### src/sv/lsd_pkg.sv
// shared types, codes and saturation helpers for the linear svm decision block
`default_nettype none
package lsd_pkg;

  localparam logic [2:0] OP_LOAD_SHIFT = 3'd0;
  localparam logic [2:0] OP_LOAD_SCALE = 3'd1;
  localparam logic [2:0] OP_LOAD_SV    = 3'd2;
  localparam logic [2:0] OP_LOAD_ALPHA = 3'd3;
  localparam logic [2:0] OP_CLASSIFY   = 3'd4;

  localparam logic [1:0] CFG_SV_COUNT  = 2'd0;
  localparam logic [1:0] CFG_DIM_COUNT = 2'd1;
  localparam logic [1:0] CFG_BIAS      = 2'd2;

  typedef struct packed {
    logic [2:0]         opcode;
    logic [7:0]         sv_index;
    logic [1:0]         dim_index;
    logic signed [31:0] load_value;
    logic signed [31:0] feature_0;
    logic signed [31:0] feature_1;
    logic signed [31:0] feature_2;
    logic signed [31:0] feature_3;
  } in_item_t;

  typedef struct packed {
    logic               decision;
    logic signed [47:0] score;
  } out_item_t;

  typedef enum logic [2:0] {
    KIND_SHIFT,
    KIND_SCALE,
    KIND_SV,
    KIND_ALPHA,
    KIND_CLASSIFY
  } kind_t;

  typedef struct packed {
    kind_t              kind;
    logic [7:0]         sv_index;
    logic [1:0]         dim_index;
    logic signed [31:0] load_value;
    logic signed [31:0] feature_0;
    logic signed [31:0] feature_1;
    logic signed [31:0] feature_2;
    logic signed [31:0] feature_3;
  } cmd_t;

  typedef struct packed {
    logic [8:0]         sv_count;
    logic [2:0]         dim_count;
    logic signed [31:0] bias;
  } cfg_t;

  typedef struct packed {
    logic busy;
    logic pipe_active;
  } eng_stat_t;

  function automatic logic signed [31:0] sat32(input logic signed [79:0] v);
    logic hi_same;
    hi_same = (&v[79:31]) | ~(|v[79:31]);
    if (hi_same) return v[31:0];
    else if (v[79]) return 32'sh8000_0000;
    else return 32'sh7fff_ffff;
  endfunction

  function automatic logic signed [47:0] sat48(input logic signed [79:0] v);
    logic hi_same;
    hi_same = (&v[79:47]) | ~(|v[79:47]);
    if (hi_same) return v[47:0];
    else if (v[79]) return 48'sh8000_0000_0000;
    else return 48'sh7fff_ffff_ffff;
  endfunction

endpackage
`default_nettype wire

### src/sv/lsd_front.sv
// front end: takes requests, decodes them and queues them for the engine
`default_nettype none
module lsd_front #(
  parameter int MAX_SV  = 256,
  parameter int MAX_DIM = 4
) (
  input  wire logic             clk,
  input  wire logic             rst_n,
  input  wire logic             in_valid,
  output logic                  in_stall,
  input  wire lsd_pkg::in_item_t in_data,
  output logic                  q_valid,
  output lsd_pkg::cmd_t         q_data,
  input  wire logic             q_pop
);

  lsd_pkg::cmd_t ent_r [2];
  logic          wptr_r;
  logic          rptr_r;
  logic [1:0]    cnt_r;
  logic          keep;
  logic          push;
  logic          dim_ok;
  logic          sv_ok;
  lsd_pkg::cmd_t cmd;

  assign dim_ok = 32'(in_data.dim_index) < MAX_DIM;
  assign sv_ok  = 32'(in_data.sv_index) < MAX_SV;

  always_comb begin
    cmd.kind       = lsd_pkg::KIND_CLASSIFY;
    cmd.sv_index   = in_data.sv_index;
    cmd.dim_index  = in_data.dim_index;
    cmd.load_value = in_data.load_value;
    cmd.feature_0  = in_data.feature_0;
    cmd.feature_1  = in_data.feature_1;
    cmd.feature_2  = in_data.feature_2;
    cmd.feature_3  = in_data.feature_3;
    keep           = 1'b0;
    case (in_data.opcode)
      lsd_pkg::OP_LOAD_SHIFT: begin
        cmd.kind = lsd_pkg::KIND_SHIFT;
        keep     = dim_ok;
      end
      lsd_pkg::OP_LOAD_SCALE: begin
        cmd.kind = lsd_pkg::KIND_SCALE;
        keep     = dim_ok;
      end
      lsd_pkg::OP_LOAD_SV: begin
        cmd.kind = lsd_pkg::KIND_SV;
        keep     = dim_ok && sv_ok;
      end
      lsd_pkg::OP_LOAD_ALPHA: begin
        cmd.kind = lsd_pkg::KIND_ALPHA;
        keep     = sv_ok;
      end
      lsd_pkg::OP_CLASSIFY: begin
        cmd.kind = lsd_pkg::KIND_CLASSIFY;
        keep     = 1'b1;
      end
      default: keep = 1'b0;
    endcase
  end

  assign in_stall = (cnt_r == 2'd2);
  assign push     = in_valid && !in_stall && keep;
  assign q_valid  = (cnt_r != 2'd0);
  assign q_data   = ent_r[rptr_r];

  always_ff @(posedge clk) begin
    if (push) begin
      ent_r[wptr_r] <= cmd;
    end
  end

  always_ff @(posedge clk) begin
    if (!rst_n) begin
      wptr_r <= 1'b0;
      rptr_r <= 1'b0;
      cnt_r  <= 2'd0;
    end else begin
      if (push) wptr_r <= ~wptr_r;
      if (q_pop) rptr_r <= ~rptr_r;
      case ({push, q_pop})
        2'b10:   cnt_r <= cnt_r + 2'd1;
        2'b01:   cnt_r <= cnt_r - 2'd1;
        default: cnt_r <= cnt_r;
      endcase
    end
  end

endmodule
`default_nettype wire

### config.mk
export PLATFORM = sky130hd
export DESIGN_NAME = lsd_front
export DESIGN_NICKNAME = d
export VERILOG_FILES = /design/src/sv/lsd_pkg.sv /design/src/sv/lsd_front.sv
export SDC_FILE = /design/constraint.sdc
export NUM_CORES = 1
export LEC_CHECK = 0
export BUFFER_PORTS_ARGS = -buffer_cell sky130_fd_sc_hd__buf_4
export CORE_MARGIN = 3
export CORE_UTILIZATION = 45
export CTS_CLUSTER_DIAMETER = 30
export DETAILED_ROUTE_END_ITERATION = 10
export GPL_TIMING_DRIVEN = 0
export MAX_ROUTING_LAYER = met4
export PLACE_DENSITY = 0.8
export SLEW_MARGIN = 20
export SYNTH_ARGS = -nofsm -noshare
export SYNTH_HDL_FRONTEND = slang
export SYNTH_SLANG_ARGS = --single-unit
### constraint.sdc
create_clock -name clk -period 10.4 [get_ports clk]
set_clock_uncertainty 0.05 [all_clocks]
set_input_delay 2.08 -clock clk [delete_from_list [all_inputs] [get_ports clk]]
set_output_delay 2.08 -clock clk [all_outputs]
set_load 0.02 [all_outputs]
After elaboration in Yosys (flattened, before gate mapping)
Memories as Yosys holds them, arrays and structs flattened. A register that Yosys moved wholly into a read port is not among the register bits.
Index checks and enable logic that the tools add are counted.
- register bits after elaboration: 4
- RAM bits: 346
- input port bits: 177
- output and inout bits: 175
- word-level logic and storage cells: 29
- memories: 1
- add/sub/neg operators: 2
- equality and inequality tests: 7
- mux-type cells: 7
- bitwise logic cells: 2
- reductions and logical operators: 7
- memory list (memory ; depth ; bits a word ; rd ports ; clocked after memory_dff ; write ports ; line ; source):
    ent_r ; 2 ; 173 ; 1 ; 1 ; 1 ; lsd_front.sv:17 ; lsd_pkg::cmd_t ent_r [2];
- operators by type and width (cell ; count):
    $pmux 3 s4 ; 1
    $eq 3x2->1 const B ; 2
    $mux 1 ; 5
    $reduce_or 5->1 ; 1
    $eq 2x2->1 const B ; 2
    $pmux 2 s2 ; 1
    $reduce_bool 2->1 ; 2
    $eq 3x1->1 const B ; 1
    $eq 3x3->1 const B ; 1
    $logic_not 3->1 ; 1
    $add 2x1->2 const B ; 1
    $eq 2x1->1 const B ; 1
    $logic_and 1x1->1 ; 2
    $not 1->1 ; 2
    $sub 2x1->2 const B ; 1
    $logic_not 1->1 ; 1

Longest topological paths before layout
Gate-level depths: netlist (run 1).
- depth in word-level cells: 6
- depth in mapped cells: 6
- gate-level depth less buffers: 6

Worst setup path before layout (run 1)
Ideal clock, no wire load.
- path kind: input port to flip-flop
- from: input port in_data[171] (netlist bit)
- to: memory ent_r[0][0] (netlist bit) (enable)
- setup time: 0.709 ns
- data arrival time: 9.588 ns
- data required time: 9.641 ns
- path slack: 0.053 ns
- cell stages on the path: 3
- buffers on the path: 0
- path through: o21ai_0 nand3b_1 nor2_1
- longest elaborated chain between the ends: 6
- elaborated cells between the ends (all ways): 10
- RTL lines (what ; line ; source):
    from (decl) ; lsd_front.sv:11 ; input wire lsd_pkg::in_item_t in_data,
    $eq 3x3->1 (tied with other cells) ; lsd_front.sv:40 ; case (in_data.opcode)
    $reduce_or 5->1 (no source line) * ; n/a ;
    $mux 1 * ; lsd_front.sv:40 ;
    $logic_and 1x1->1 * ; lsd_front.sv:66 ; assign push = in_valid && !in_stall && keep;
    $mux 1 * ; lsd_front.sv:71 ; if (push) begin
    $mux 1 (implied by the code) * ; lsd_front.sv:72 ; ent_r[wptr_r] <= cmd;
    to (decl) ; lsd_front.sv:17 ;
Mark *: on every way between the ends. The rest lies on a longest branch, timed or not.

==> results of run 1 <==
[worst paths after layout]
check	slack, ns	cells past startpoint	to
setup / recovery	6.16	4	q_data[13]
hold / removal	0.46	2	cnt_r[1]
setup reg to reg	7.99	6	ent_r[0][18]
hold reg to reg	0.46	2	cnt_r[1]
[final cells by class]
| type | count | area share, % |
|---|---|---|
| repair buffers | 365 | 16.1 |
| flip-flops and latches | 351 | 57.2 |
| clock inverters | 53 | 3.45 |
| well taps | 372 | 2.54 |
| clock buffers | 63 | 8.60 |
| inverters | 1 | 0.0205 |
| plain buffers | 20 | 0.635 |
| multi-input cells | 194 | 11.5 |
[layer usage]
layer	global-route usage [%]	up-vias	wire, um
met5	-	-	0
met3	6.33	78	2430
met4	7.44	0	1110
met2	32.6	320	14600
li1	-	3141	-
met1	19.5	3364	9830
[sequential cells by signal, summed over array words and instances, names as in the netlist, named ones only]
signal / flops
cnt_r: 2
wptr_r: 1
rptr_r: 1
ent_r: 346
[worst max-delay path, cell delays in order, from the launching register on]
cell     delay [ns]
dfxtp_1        0.31
buf_2          0.30
buf_2          0.37
mux2_2         0.40
buf_4          0.17
[cells in the mapped netlist (all sizes together)]
cell    count
nand2       2
o21ai       2
xnor2       2
nand3b      1
inv         1
mux2      173
and2        3
xor2        1
buf        19
clkbuf      1
or2         1
ha          1
or3         1
a21boi      1
dfxtp       5
nor2b       3
nor2        2
mux2i       1
edfxtp    346
[metrics by stage]
| step | area [sq um] | utilization [%] | worst slack (ns) | cells |
|---|---|---|---|---|
| 3_5_place_dp | 16100 | 59.0 | 6.14 | 1303 |
| 6_report | 18300 | 67.1 | 6.16 | 1419 |
| 3_3_place_gp | 15800 | 57.8 | -4.05 | 1289 |
| 5_1_grt | 18300 | 67.1 | 6.04 | 1419 |
| 2_1_floorplan | 12700 | - | 0.0527 | 566 |
| 4_1_cts | 18300 | 67.1 | 6.07 | 1419 |
[kinds of logic (layout without fill, tap and decap cells)]
kind of cell | after synthesis | after routing | synth area share, %
xor gates and xnor gates | 3 | 3 | 0.207
AOI/OAI and AO/OA | 3 | 3 | 0.138
muxes | 174 | 174 | 15.4
buffers and inverters | 21 | 502 | 0.946
DFF | 351 | 351 | 82.6
and+or+nand+nor | 13 | 13 | 0.572
adders and majority gates | 1 | 1 | 0.0985
[power groups by stage]
stage	combinational, uW	clock [uW]	sequential, uW
global route	554	2180	1690
floorplan	269	0	1730
global placement	490	0	1750
finish	523	2080	1680
detailed placement	526	0	1710
CTS	530	2110	1680
==> run summary, run 1 <==
SYNTHESIS
---------------------------------------------------------------------------------
Cell types with the largest area share after synthesis ............. edfxtp_1 (82%), mux2_2 (15%), dfxtp_1 (0.79%)
Cell count after synthesis .........................................          566
Post-Synthesis Mean Instance Area ..................................   22.4 sq um
Cell area after synthesis ..........................................  12700 sq um
Net count of the mapped netlist ....................................          744
Yosys top cell area share ..........................................        81.8%
Synth Register Bits ................................................          351
Count of distinct cell types in the synthesized netlist ............           20
Synth Warn # .......................................................            0
Cell type contributing the most total cell area after synthesis ....     edfxtp_1
Post-synthesis sequential area ratio ...............................        82.6%

TIMING
---------------------------------------------------------------------------------
Worst slew margin relative to its limit ............................        64.8%
Minimum clock period ...............................................      4.24 ns
Post-route worst hold slack ........................................     0.455 ns
Fmax ...............................................................      236 MHz
Final count of pins violating max slew .............................            0
Setup repair after global routing missed its margin ................           no
Period utilization .................................................        40.7%
Post-route setup TNS ...............................................         0 ns
Number of hold-slack violations in the final timing report .........            0
Least-Margin Pin Slew ..............................................     0.527 ns
Final setup violation count ........................................            0

GRT
---------------------------------------------------------------------------------
Number of global-route vias before repair ..........................         7798
Total global-route track usage .....................................        18.7%
Number of antenna violations at the first check in global routing ..            0
Final global-route overflow total ..................................            0
Pin count of the biggest net entering global routing ...............           27
First-pass GRT wire length .........................................      42.9 mm

POWER
---------------------------------------------------------------------------------
Clk network pwr share ..............................................        48.5%
Maximum resistive drop on vdd ......................................     0.216 mV
Internal portion of total power ....................................      3300 uW
Part of the total power dissipated in sequential elements ..........        39.3%
Combinational share of power .......................................        12.2%
Power per cell area ................................................  233 nW/um^2
Net switching power of the design ..................................       984 uW
Standby leakage power ..............................................   0.00691 uW
Switching Fraction .................................................        23.0%
Power Total ........................................................      4280 uW

FLOORPLAN
---------------------------------------------------------------------------------
Die X ..............................................................       174 um
Num rows ...........................................................           60
Placeable Area .....................................................  27300 sq um
Full die area ......................................................  30300 sq um
# IOs ..............................................................          352
Die height .........................................................       174 um
Initial core utilization ...........................................        46.5%

PLACED DESIGN
---------------------------------------------------------------------------------
Final weighted congestion in routability-driven placement ..........        0.739
HPWL after DPL .....................................................      19.4 mm
# port buffers .....................................................          351

ROUTING
---------------------------------------------------------------------------------
Avg Vias per Cell ..................................................         4.86
Remaining DRCs .....................................................            0
Via count ..........................................................         6903
Remaining antenna violation count after routing ....................            0
Routed WL ..........................................................      27.9 mm
Total iterations of the first detailed-routing run .................            4
Average detailed-routed wire length per instance ...................      19.7 um
Detailed Route Iter0 Violations ....................................          362

LAYOUT
---------------------------------------------------------------------------------
Layout-stage area growth over the synthesis result .................        44.4%
Fin nets ...........................................................         1172
Layout fillers .....................................................         1788
Area of all sequential standard cells ..............................  10500 sq um
Highest-count cells in the layout ignoring fill and taps ........... buf_4 (358), edfxtp_1 (346), mux2_2 (173)
Area taken by multi-input logic gates ..............................   2100 sq um
Commonest non-fill, non-tap cell in the layout .....................        buf_4
Number of diodes ...................................................            0
Share of cells above drive strength 1 ..............................        64.0%

CLOCK NETWORK
---------------------------------------------------------------------------------
Number of levels the H-tree was split into .........................            2
Post-CTS resize count ..............................................            0
Clock sink total ...................................................          351
CTS root buf .......................................................    clkbuf_16
Clock tree from TritonCTS ..........................................        built
Maximum number of buffers from clock root to sink ..................            3
Number of clock buffers inserted by TritonCTS ......................           61
Number of post-CTS setup repair buffers ............................            0
Number of hold buffers added after CTS .............................            0
Clock latency reported for the late side of the worst-skew pair ....      0.55 ns
Clock slew seen by the registers of the worst setup and hold paths .      0.05 ns

HOLD PATH
---------------------------------------------------------------------------------
HP Class ........................................................... flop to flop
Worst hold path startpoint .........................................     cnt_r[1]

CRITICAL PATH
---------------------------------------------------------------------------------
Data required time of the worst path ...............................      8.27 ns
Crit path kind ..................................................... flop to primary output
CP startpoint kind .................................................         flop
Worst flop-to-flop path startpoint .................................     cnt_r[0]
Top fanout value on the critical path ..............................           10
Critical path capture point type ................................... primary output
Arrival time of data at the critical path endpoint .................      2.11 ns

JOB
---------------------------------------------------------------------------------
Max-cap violations .................................................            0

STATUS
---------------------------------------------------------------------------------
Outcome ............................................................ finished clean

No activity file was read; power rests on OpenSTA's default activity.
==> run 2: changes to the inputs <==
PLACE_DENSITY = 0.77   (was 0.8)
clock period = 4 ns   (was 10.4 ns; I/O delays follow)
==> run 2 against run 1 <==
Effect of this change:
- utilization shrank 0.27 points
- clock power grew 140%
- global-route usage shrank 0.57 points
- non-clock buffer count grew 2
- sequential power grew to 2.6 times the previous value
- routed wire length shrank 3.0%
- sequential share of layout area grew 0.24 points
- combinational power grew to 2.6 times the previous value
- power grew to 2.5 times the previous value
- die area is the same
- hold slack lost 0.088 ns
- critical path type unchanged
- critical endpoint is now q_data[29]
- highest routed layer unchanged
==> run summary, run 2 (synthesis gave the netlist of run 1 again) <==
STATUS
----------------------------------------------------------------------------------
Outcome ............................................................. finished clean

ROUTING
----------------------------------------------------------------------------------
Average detailed-routed wire length per instance ....................      19.1 um
Remaining DRCs ......................................................            0
Detailed Route Iter0 Violations .....................................          319
Routed WL ...........................................................      27.1 mm
Remaining antenna violation count after routing .....................            0
Avg Vias per Cell ...................................................         4.84
Via count ...........................................................         6872
Total iterations of the first detailed-routing run ..................            4

TIMING
----------------------------------------------------------------------------------
Final setup violation count .........................................            0
Fmax ................................................................      344 MHz
Minimum clock period ................................................      2.90 ns
Least-Margin Pin Slew ...............................................     0.555 ns
Setup repair after global routing missed its margin .................           no
Final count of pins violating max slew ..............................            0
Number of hold-slack violations in the final timing report ..........            0
Period utilization ..................................................        72.6%
Worst slew margin relative to its limit .............................        62.9%

CLOCK NETWORK
----------------------------------------------------------------------------------
CTS root buf ........................................................    clkbuf_16
Maximum number of buffers from clock root to sink ...................            3
Number of levels the H-tree was split into ..........................            2
Number of hold buffers added after CTS ..............................            0
Clock latency reported for the late side of the worst-skew pair .....      0.55 ns
Number of clock buffers inserted by TritonCTS .......................           61
Number of post-CTS setup repair buffers .............................            0
Clock slew seen by the registers of the worst setup and hold paths ..      0.05 ns
Clock tree from TritonCTS ...........................................        built
Clock sink total ....................................................          351
Post-CTS resize count ...............................................            0

FLOORPLAN
----------------------------------------------------------------------------------
Num rows ............................................................           60
Full die area .......................................................  30300 sq um
Placeable Area ......................................................  27300 sq um
# IOs ...............................................................          352
Die X ...............................................................       174 um
Die height ..........................................................       174 um
Initial core utilization ............................................        46.5%

LAYOUT
----------------------------------------------------------------------------------
Share of cells above drive strength 1 ...............................        63.7%
Largest registers ranked by flip-flop count ......................... ent_r (346), cnt_r (2)
Commonest non-fill, non-tap cell in the layout ......................        buf_4
Most flop-heavy register ............................................        ent_r
Final non-filler cell area ..........................................  18300 sq um
Fin nets ............................................................         1174
Flip-flop count of the largest register, all copies and words added .          346
Layout-stage area growth over the synthesis result ..................        43.8%
Highest-count cells in the layout ignoring fill and taps ............ buf_4 (358), edfxtp_1 (346), mux2_2 (173)

CRITICAL PATH
----------------------------------------------------------------------------------
Top fanout value on the critical path ...............................           10
Crit path kind ...................................................... flop to primary output
Data required time of the worst path ................................      3.15 ns
Critical path capture point type .................................... primary output
CP startpoint kind ..................................................         flop
Arrival time of data at the critical path endpoint ..................      2.05 ns
Worst R2R Setup Slack ...............................................      1.63 ns

POWER
----------------------------------------------------------------------------------
Maximum resistive drop on vdd .......................................     0.383 mV
Power Total .........................................................     10700 uW
Power per cell area .................................................  587 nW/um^2
Standby leakage power ...............................................   0.00686 uW

GRT
----------------------------------------------------------------------------------
Pin count of the biggest net entering global routing ................           27
Number of global-route vias before repair ...........................         7495
First-pass GRT wire length ..........................................      41.6 mm
Total global-route track usage ......................................        18.1%
Final global-route overflow total ...................................            0
Number of antenna violations at the first check in global routing ...            1

PLACED DESIGN
----------------------------------------------------------------------------------
# port buffers ......................................................          351
Instance area after placement .......................................  16200 sq um
HPWL after DPL ......................................................      18.6 mm
Final weighted congestion in routability-driven placement ...........        0.769

JOB
----------------------------------------------------------------------------------
Max-cap violations ..................................................            0

HOLD PATH
----------------------------------------------------------------------------------
HP Class ............................................................ primary input to flop

run 2: critical path: stages (launching register included):
cell	delay [ns]
dfxtp_1	0.31
buf_2	0.30
buf_2	0.33
mux2_2	0.38
buf_4	0.16
run 2: worst paths after layout:
kind	depth (start not counted)	endpoint	from
max reg2reg	6	ent_r[0][26]	cnt_r[1]
max	4	q_data[29]	flop
min	1	ent_r[0][99]	in_data[99]
min reg2reg	2	wptr_r	wptr_r
run 2: through the flow:
step | util, % | setup TNS [ns] | worst slack [ns] | std cells | hold WS [ns]
4_1_cts | 66.8 | 0 | 1.03 | 1418 | 0.345
5_1_grt | 66.8 | 0 | 0.965 | 1419 | 0.334
2_1_floorplan | - | -85.61 | -0.264 | 566 | 0.411
6_report | 66.8 | 0 | 1.10 | 1419 | 0.368
3_3_place_gp | 57.9 | -667.55 | -1.96 | 1289 | 0.429
3_5_place_dp | 59.4 | 0 | 1.05 | 1305 | 0.457
run 2: cell type report:
cell class	instances	area, sq um
sequential	351	10500
fill	1864	9070
timing repair buffer	367	3040
multi-input combinational	194	2110
clock buffer	65	1540
clock inverter	48	494
tap	372	465
buffer	20	116
inverter	1	3.75
antenna	1	2.50
run 2: power by group:
group / switching (uW) / internal, uW
registers: 50.5 / 4320
clock network: 1720 / 3250
logic: 721 / 658
run 2: per-layer routing:
layer	up-vias	track usage (%)	share of wire (%)	wire length, um
met5	-	-	0	0
met1	3391	21.1	38	10300
met3	56	6.01	8.1	2200
li1	3145	-	-	-
met2	280	29.5	51	13800
met4	0	6.80	3.0	820
